`src/hdl/fmcq_pkg.sv`:
```
// Shared constants, result codes and controller/datapath interface types.
package fmcq_pkg;

  localparam int DEPTH     = 16;
  localparam int TAG_BITS  = 16;
  localparam int TYPE_BITS = 3;
  localparam int IDX_BITS  = $clog2(DEPTH);
  localparam int CNT_BITS  = $clog2(DEPTH + 1);

  typedef logic [1:0] status_code_t;

  localparam status_code_t ST_DONE    = 2'd0;
  localparam status_code_t ST_FULL    = 2'd1;
  localparam status_code_t ST_EMPTY   = 2'd2;
  localparam status_code_t ST_NOMATCH = 2'd3;

  localparam logic FUNC_ENQ  = 1'b0;
  localparam logic FUNC_TAKE = 1'b1;

  typedef struct packed {
    logic         latch_req;
    logic         wr_enq;
    logic         clr_idx;
    logic         inc_idx;
    logic         shift;
    logic         load_out;
    status_code_t out_status;
  } fmcq_cmd_t;

  typedef struct packed {
    logic                is_enq;
    logic                full;
    logic                empty;
    logic                type_match;
    logic                last_idx;
    logic [CNT_BITS-1:0] count;
  } fmcq_stat_t;

endpackage

```
`src/hdl/fmcq_ctrl.sv`:
```
// Sequencer for enqueue and take requests and the output valid flag.
module fmcq_ctrl
  import fmcq_pkg::*;
(
  input  logic       clk,
  input  logic       rst,
  input  logic       in_valid,
  output logic       in_stall,
  output logic       out_valid,
  input  logic       out_stall,
  input  fmcq_stat_t stat,
  output fmcq_cmd_t  cmd
);

  localparam logic [1:0] S_IDLE  = 2'd0;
  localparam logic [1:0] S_EXEC  = 2'd1;
  localparam logic [1:0] S_SCAN  = 2'd2;
  localparam logic [1:0] S_SHIFT = 2'd3;

  logic [1:0] state;
  logic [1:0] state_next;
  logic       out_free;

  assign out_free = !out_valid || !out_stall;
  assign in_stall = (state != S_IDLE);

  always_comb begin
    cmd        = '0;
    state_next = state;
    case (state)
      S_IDLE: begin
        if (in_valid) begin
          cmd.latch_req = 1'b1;
          state_next    = S_EXEC;
        end
      end
      S_EXEC: begin
        if (stat.is_enq) begin
          if (out_free) begin
            cmd.load_out = 1'b1;
            if (stat.full) begin
              cmd.out_status = ST_FULL;
            end else begin
              cmd.wr_enq     = 1'b1;
              cmd.out_status = ST_DONE;
            end
            state_next = S_IDLE;
          end
        end else if (stat.empty) begin
          if (out_free) begin
            cmd.load_out   = 1'b1;
            cmd.out_status = ST_EMPTY;
            state_next     = S_IDLE;
          end
        end else begin
          cmd.clr_idx = 1'b1;
          state_next  = S_SCAN;
        end
      end
      S_SCAN: begin
        if (stat.type_match) begin
          // idx now points at the oldest hit
          state_next = S_SHIFT;
        end else if (stat.last_idx) begin
          if (out_free) begin
            cmd.load_out   = 1'b1;
            cmd.out_status = ST_NOMATCH;
            state_next     = S_IDLE;
          end
        end else begin
          cmd.inc_idx = 1'b1;
        end
      end
      S_SHIFT: begin
        if (out_free) begin
          cmd.shift      = 1'b1;
          cmd.load_out   = 1'b1;
          cmd.out_status = ST_DONE;
          state_next     = S_IDLE;
        end
      end
      default: begin
        state_next = S_IDLE;
      end
    endcase
  end

  always_ff @(posedge clk) begin
    if (rst) begin
      state     <= S_IDLE;
      out_valid <= 1'b0;
    end else begin
      state <= state_next;
      if (cmd.load_out) begin
        out_valid <= 1'b1;
      end else if (!out_stall) begin
        out_valid <= 1'b0;
      end
    end
  end

endmodule

```
`src/hdl/fmcq_dp.sv`:
```
// Slot registers, scan pointer, entry count and result register.
module fmcq_dp
  import fmcq_pkg::*;
(
  input  logic                 clk,
  input  logic                 rst,
  input  logic                 func,
  input  logic [TAG_BITS-1:0]  item_tag,
  input  logic [TYPE_BITS-1:0] item_type,
  input  fmcq_cmd_t            cmd,
  output fmcq_stat_t           stat,
  output status_code_t         status,
  output logic [TAG_BITS-1:0]  taken_tag,
  output logic [CNT_BITS-1:0]  occupancy
);

  logic [TAG_BITS-1:0]  slot_tag  [DEPTH];
  logic [TYPE_BITS-1:0] slot_type [DEPTH];
  logic                 req_func;
  logic [TAG_BITS-1:0]  req_tag;
  logic [TYPE_BITS-1:0] req_type;
  logic [CNT_BITS-1:0]  count;
  logic [CNT_BITS-1:0]  count_next;
  logic [IDX_BITS-1:0]  idx;
  logic [IDX_BITS-1:0]  wr_idx;

  assign wr_idx = count[IDX_BITS-1:0];

  always_comb begin
    stat.is_enq     = (req_func == FUNC_ENQ);
    stat.full       = (count == CNT_BITS'(DEPTH));
    stat.empty      = (count == '0);
    stat.type_match = (slot_type[idx] == req_type);
    stat.last_idx   = ((CNT_BITS'(idx) + CNT_BITS'(1)) == count);
    stat.count      = count;
  end

  always_comb begin
    count_next = count;
    if (cmd.wr_enq) begin
      count_next = count + CNT_BITS'(1);
    end else if (cmd.shift) begin
      count_next = count - CNT_BITS'(1);
    end
  end

  always_ff @(posedge clk) begin
    if (rst) begin
      count <= '0;
    end else begin
      count <= count_next;
    end
  end

  always_ff @(posedge clk) begin
    if (cmd.latch_req) begin
      req_func <= func;
      req_tag  <= item_tag;
      req_type <= item_type;
    end
    if (cmd.clr_idx) begin
      idx <= '0;
    end else if (cmd.inc_idx) begin
      idx <= idx + IDX_BITS'(1);
    end
    if (cmd.load_out) begin
      status    <= cmd.out_status;
      taken_tag <= cmd.shift ? slot_tag[idx] : '0;
      occupancy <= count_next;
    end
  end

  // The hit slot and each slot above it take their younger neighbor at once.
  always_ff @(posedge clk) begin
    for (int k = 0; k < DEPTH - 1; k++) begin
      if (cmd.shift && (IDX_BITS'(k) >= idx)) begin
        slot_tag[k]  <= slot_tag[k+1];
        slot_type[k] <= slot_type[k+1];
      end else if (cmd.wr_enq && (IDX_BITS'(k) == wr_idx)) begin
        slot_tag[k]  <= req_tag;
        slot_type[k] <= req_type;
      end
    end
    if (cmd.wr_enq && (wr_idx == IDX_BITS'(DEPTH - 1))) begin
      slot_tag[DEPTH-1]  <= req_tag;
      slot_type[DEPTH-1] <= req_type;
    end
  end

endmodule

```
`src/hdl/first_match_collapsing_queue_top.sv`:
```
// Ordered tagged queue with removal of the oldest entry of a wanted type.
//
// Input channel (in_valid / in_stall): func selects enqueue (0) or take (1);
// item_tag and item_type carry the entry, or for take the wanted type.
// Output channel (out_valid / out_stall): one result per request with status
// (done, full, empty, no match), the removed tag on a successful take (else
// zero) and the number of entries held after the request.
// A request is accepted only while the sequencer is idle. An enqueue or an
// empty take needs no scan; any other take walks the scan pointer one slot
// per cycle from the oldest entry, then the younger slots collapse onto the
// hit all together.
// The result sits in an output register; a new request may be accepted while
// it waits. If the receiver stalls, the finished result holds steady and the
// next request waits at its final step until the register frees up.
// Reset empties the queue and drops any pending result; slot contents are not
// cleared, since only slots below the entry count are ever read.
module first_match_collapsing_queue_top
  import fmcq_pkg::*;
(
  input  logic                 clk,
  input  logic                 rst,
  input  logic                 in_valid,
  output logic                 in_stall,
  input  logic                 func,
  input  logic [TAG_BITS-1:0]  item_tag,
  input  logic [TYPE_BITS-1:0] item_type,
  output logic                 out_valid,
  input  logic                 out_stall,
  output status_code_t         status,
  output logic [TAG_BITS-1:0]  taken_tag,
  output logic [CNT_BITS-1:0]  occupancy
);

  fmcq_cmd_t  cmd;
  fmcq_stat_t stat;

  fmcq_ctrl u_ctrl (
    .clk       (clk),
    .rst       (rst),
    .in_valid  (in_valid),
    .in_stall  (in_stall),
    .out_valid (out_valid),
    .out_stall (out_stall),
    .stat      (stat),
    .cmd       (cmd)
  );

  fmcq_dp u_dp (
    .clk       (clk),
    .rst       (rst),
    .func      (func),
    .item_tag  (item_tag),
    .item_type (item_type),
    .cmd       (cmd),
    .stat      (stat),
    .status    (status),
    .taken_tag (taken_tag),
    .occupancy (occupancy)
  );

  a_count_bound: assert property (@(posedge clk) disable iff (rst)
    stat.count <= CNT_BITS'(DEPTH))
    else $error("entry count above depth");

  a_busy_after_accept: assert property (@(posedge clk) disable iff (rst)
    in_valid && !in_stall |=> in_stall)
    else $error("request accepted while previous one still executing");

  a_tag_zero_on_fail: assert property (@(posedge clk) disable iff (rst)
    out_valid && (status != ST_DONE) |-> taken_tag == '0)
    else $error("nonzero tag on failed request");

  a_full_occupancy: assert property (@(posedge clk) disable iff (rst)
    out_valid && (status == ST_FULL) |-> occupancy == CNT_BITS'(DEPTH))
    else $error("full status with queue not full");

  a_count_step: assert property (@(posedge clk) disable iff (rst)
    cmd.shift |=> stat.count == $past(stat.count) - CNT_BITS'(1))
    else $error("take did not drop the entry count by one");

endmodule
```
`config.mk`:
```
export PLATFORM = sky130hd
export DESIGN_NAME = first_match_collapsing_queue_top
export DESIGN_NICKNAME = d
export VERILOG_FILES = /design/src/hdl/fmcq_pkg.sv /design/src/hdl/fmcq_ctrl.sv /design/src/hdl/fmcq_dp.sv /design/src/hdl/first_match_collapsing_queue_top.sv
export SDC_FILE = /design/constraint.sdc
export NUM_CORES = 1
export LEC_CHECK = 0
export ABC_CLOCK_PERIOD_IN_PS = 7900
export BUFFER_PORTS_ARGS = -buffer_cell sky130_fd_sc_hd__buf_2
export CORE_MARGIN = 8
export CORE_UTILIZATION = 67
export DETAILED_ROUTE_END_ITERATION = 12
export GPL_TIMING_DRIVEN = 1
export PLACE_DENSITY = 0.88
export SYNTH_ARGS = -nofsm -noshare
export SYNTH_HDL_FRONTEND = slang
export SYNTH_SLANG_ARGS = --single-unit
```
`constraint.sdc`:
```
create_clock -name clk -period 7.9 [get_ports clk]
set_input_delay 0.395 -clock clk [delete_from_list [all_inputs] [get_ports clk]]
set_output_delay 0.395 -clock clk [all_outputs]
set_load 0.05 [all_outputs]
```
# == Yosys cells after proc, flatten, opt, wreduce, memory -nomap -nowiden ==
# Memory sizes are Yosys's and may differ from the RTL's. A register that Yosys moved wholly into a read port is not among the register bits.
# Index checks and enable logic that the tools add are counted.
# Widths: inputs -> output; s select.
# classes
bitwise,30
n_lt_le_gt_ge,15
n_mux,148
n_reduce_logical,42
eq_ne,24
n_addsub,4
# op_table
cell,n
$mux 16,16
$mux 1,93
$mux 3,23
$logic_and 1x1->1,31
$or 1x1->1,30
$eq 4x4->1 const A,7
$ge 4x4->1 const A,7
$mux 4,5
$eq 3x4->1 const A,4
$ge 3x4->1 const A,4
$reduce_or 16->1,1
$mux 2,7
$mux 5,2
$pmux 3 s3,1
$eq 2x4->1 const A,2
$ge 1x4->1 const A,2
$ge 2x4->1 const A,2
$pmux 2 s4,1
$add 4x1->5 const B,1
$add 5x1->5 const B,1
$eq 5x5->1,1
$eq 5x5->1 const B,1
$logic_not 5->1,1
$sub 5x1->5 const B,1
other kinds (16),19
# totals
n_memories,2
ramBits,304
ff_bits,39
input_bits,24
wordCells,274
# memory_table
memory,depth,width,rd,rd_clocked_by_memory_dff,wr,line,text
u_dp.slot_tag,16,16,16,1,15,fmcq_dp.sv:17,logic [TAG_BITS-1:0] slot_tag [DEPTH];
u_dp.slot_type,16,3,16,1,15,fmcq_dp.sv:18,logic [TYPE_BITS-1:0] slot_type [DEPTH];

# == Depth between registers and ports, before layout ==
# logic_depth
depth_word,11
ltp_mapped,10

# == Cells and area by module ==
# From an unflattened synthesis, not the netlist that was laid out.
# hier_totals
hier_cells,1029
area_unflattened_um2,17992.3
# by_module_without_submodules
mod,n_inst,seq_area_each_um2,area_per_inst_um2,cells_each
fmcq_dp,1,10680.2,17689.5,996
fmcq_ctrl,1,60.1,302.8,33

# == Worst setup path before layout ==
# OpenSTA, ideal clock, no wires.
# synth_timing
path_type,register to register
from,register u_dp.idx[1]
to,register u_dp.occupancy[0] (enable)
path_stages_with_launch,11
setup_slack_ns,4.144
period_less_slack_ns,3.756
t_arrival_ns,3.353
setup_ns,0.403
path_cell_list,dfxtp_1 clkbuf_1 clkbuf_1 clkbuf_1 inv_1 ha_1 xnor2_1 and4_1 o311ai_2 a21boi_2 nor2_1
# synth_lines
item,line,text
start: declaration,fmcq_dp.sv:24,logic [IDX_BITS-1:0] idx;
start signal: assignment,fmcq_dp.sv:64,idx <= idx + IDX_BITS'(1);
end signal: assignment,fmcq_dp.sv:69,occupancy <= count_next;
end: declaration,fmcq_dp.sv:14,output logic [CNT_BITS-1:0] occupancy

==> metrics.txt <==
status=complete, no violations; synth cell count leaders=347 x edfxtp_1, 285 x mux2_2, 86 x mux4_2; Post-Syn Instances=between 1000 and 1500; pwr/cell area=roughly 250 mW/mm^2; initial antenna violation count=1; Post-synth EDFFs=347; worst skew pair latency=~530 ps; # setup viols final=0; Routed Wire Length=approximately 40000 um; Pleak=around 6.4 nW; clock-pin slew of the registers on the worst-case setup and hold paths=about 60 ps; Yosys warnings=0; switching share of power=26.7%; Final HPWL DP=approximately 25000 um; GP Congestion=approximately 0.82; Rel. slew slack=13.7%; area share of the leading cell type in the synthesized netlist=59.6%; Area growth syn-to-layout=10.2%; ys async rst share=0%; CTS resizes=0; remaining global-route overflow=0; filler cell count=between 1500 and 2000; CTS Sinks=around 360; die area=0.0315 sq mm; clk root buf=clkbuf_16; Hold WC Path Type=input port to register; Period Utilization, post-route=around 54%; RSZ-0062 raised after global routing=no; Total GRT Usage=between 20% and 30%; Post-Syn Area=between 0.015 and 0.02 sq mm; largest net degree at the start of global routing=70; Critical Path Max Stage Delay=around 1100 ps; Initial Util=between 60% and 70%; IO Count=a little under 50; Placeable Area=approximately 0.026 sq mm; Area contributors post-synth=edfxtp_1 60%, mux2_2 18%, mux4_2 11%, dfxtp_1 1.8%, clkbuf_1 1.5%; CTS Buf Count=39; Rows=slightly below 60; slowest cell on the critical path=dfxtp_1; pre-CTS setup slack=3630 ps; post-route ant nets=0; logic gate share of total power=roughly a fifth; sequential area share after synthesis=slightly above 60%; hold_buf cts=0; setup_tns=0 ps; Die Wd=about 180 um; Post-Syn Nets=between 1000 and 1500; Distinct cells, synth=between 40 and 50; Buffers on Ports=48; DRC errors left=0; Vias/cell=6.94; Min Clock Period, post-route=4300 ps; Avg Inst Size Synth=roughly 17 sq um; HP Start=item_tag[11]; Die Ht=~180 um; area leader, netlist=edfxtp_1; P_int=around 0.0036 W; H-Tree Depth=2; Pre-antenna DRT Iters=5; WL/cell=28.6 um; CTS tree=yes; CP Capture Type=register; WP data required=about 8000 ps; Sw Pwr=approximately 0.0013 W; WS Path Type=register to register; # Post-CTS Setup Buffers=0; count leader, synth=edfxtp_1; fmax=233 MHz; Slew @ Worst Pin=1290 ps; vias in the first global route=10000; Worst Path Max Fanout=23; CP Cell Sequence=mux4_1, mux4_2, xor2_2, o311ai_2, a21boi_2, nor2_2; CP arrival=approximately 4400 ps; Hold Fails Final Rpt=0; nets=between 1000 and 1500; Tot Pwr=0.00485 W; first-pass GRT wire length=61200 um; setup ws final=3600 ps; Peak supply drop=roughly 0.00021 V; #FFs+latches synth=about 360; Worst setup SP type=register; part of the power in registers=a little under half; Clk network pwr share=about a third; total of max-cap violations=0; Clock Skews=about 17 ps; Initial DRC Count=1104; fraction of layout cells with a size suffix above 1=around 48%; clock buffer depth=3; Post-synth top flop=edfxtp_1; Vias=roughly 9700; Antenna diodes=0; Final Slew Violations=0
==> layer usage <==
metal  part of all wire, %  GRT usage (%)
met3                   8.7           5.19
met2                    49           42.3
met1                    38           33.5
met4                   4.9           12.4
met5                 0.025              0
==> cell type report <==
class	count	area, sq um	share of cell area (%)
well taps	335	419	2.18
clock inverters	20	126	0.656
repair buffers	76	450	2.34
multi-input cells	544	6430	33.4
inverters	12	45.0	0.234
clock buffers	49	1030	5.37
flip-flops and latches	363	10700	55.8
==> power by group through the flow <==
| stage | registers, W | clock network, W | logic (W) |
|---|---|---|---|
| 2_1_floorplan | 0.00224 | 0 | 0.000713 |
| 3_3_place_gp | 0.00229 | 0 | 0.000877 |
| 3_5_place_dp | 0.00230 | 0 | 0.000896 |
| 4_1_cts | 0.00226 | 0.00170 | 0.000902 |
| 5_1_grt | 0.00227 | 0.00177 | 0.000952 |
| 6_report | 0.00226 | 0.00168 | 0.000905 |
==> placed cells by master, fill, tap and decap left out, types with 2 or more instances in the layout <==
cell type,n
a21oi_1,6
and2_1,19
and3_1,2
buf_2,48
buf_4,28
clkbuf_1,9
clkbuf_16,40
clkinv_1,13
clkinv_2,3
dfxtp_1,14
dfxtp_4,2
edfxtp_1,347
ha_1,8
inv_1,12
mux2_2,285
mux2i_1,16
mux4_1,3
mux4_2,86
nand2_1,28
nand2b_1,2
nand3_1,8
nand4_1,2
nor2_1,12
nor2_2,2
nor2b_1,4
nor3_1,3
nor3b_1,2
o211ai_1,3
o21ai_0,8
o21ai_2,7
o21ai_4,3
o31ai_1,2
xnor2_1,5
xor2_1,7
==> registers in the layout, summed over array words and instances (netlist names), named ones only <==
name              count
u_ctrl.out_valid      1
u_dp.req_tag         16
u_dp.taken_tag       16
u_dp.slot_type       48
u_dp.req_func         1
u_dp.count            5
u_dp.req_type         3
u_dp.idx              4
u_dp.slot_tag       256
u_dp.occupancy        5
u_dp.status           2
u_ctrl.state          2
==> cells by family after synthesis <==
group	count (synthesis)	share of synthesized area, %
mux	390	30.8
flops	363	61.5
buf+inv	94	2.12
simple gates	89	2.54
compound gates	44	1.78
xor+xnor	13	0.695
fa+ha+maj	8	0.573
==> stage by stage <==
stage / cells / util (%) / area, sq um / hold slack [ps]
2_1_floorplan: 1001 / - / 17500 / 424
3_3_place_gp: 1330 / 70.0 / 18100 / 536
3_5_place_dp: 1330 / 70.0 / 18100 / 538
4_1_cts: 1399 / 74.5 / 19300 / 25.2
5_1_grt: 1399 / 74.5 / 19300 / 29.5
6_report: 1399 / 74.5 / 19300 / 36.1
==> final timing paths <==
check	to	slack [ps]	cells past startpoint
worst max-delay path	u_dp.taken_tag[2]$_SDFFCE_PN0P_	3600	6
worst min-delay path	u_dp.req_tag[11]$_DFFE_PP_	40	1
worst max register to register	u_dp.taken_tag[2]$_SDFFCE_PN0P_	3600	6
worst min register to register	u_ctrl.out_valid$_SDFFE_PP0P_	560	2
==> critical path: cells and delay by family, from the launching register on <==
kind / cells / cell delay, ps
flops: 1 / 1080
mux: 2 / 1180
compound gates: 2 / 390
xor+xnor: 1 / 260
simple gates: 1 / 980
No activity file was read; power rests on OpenSTA's default activity.
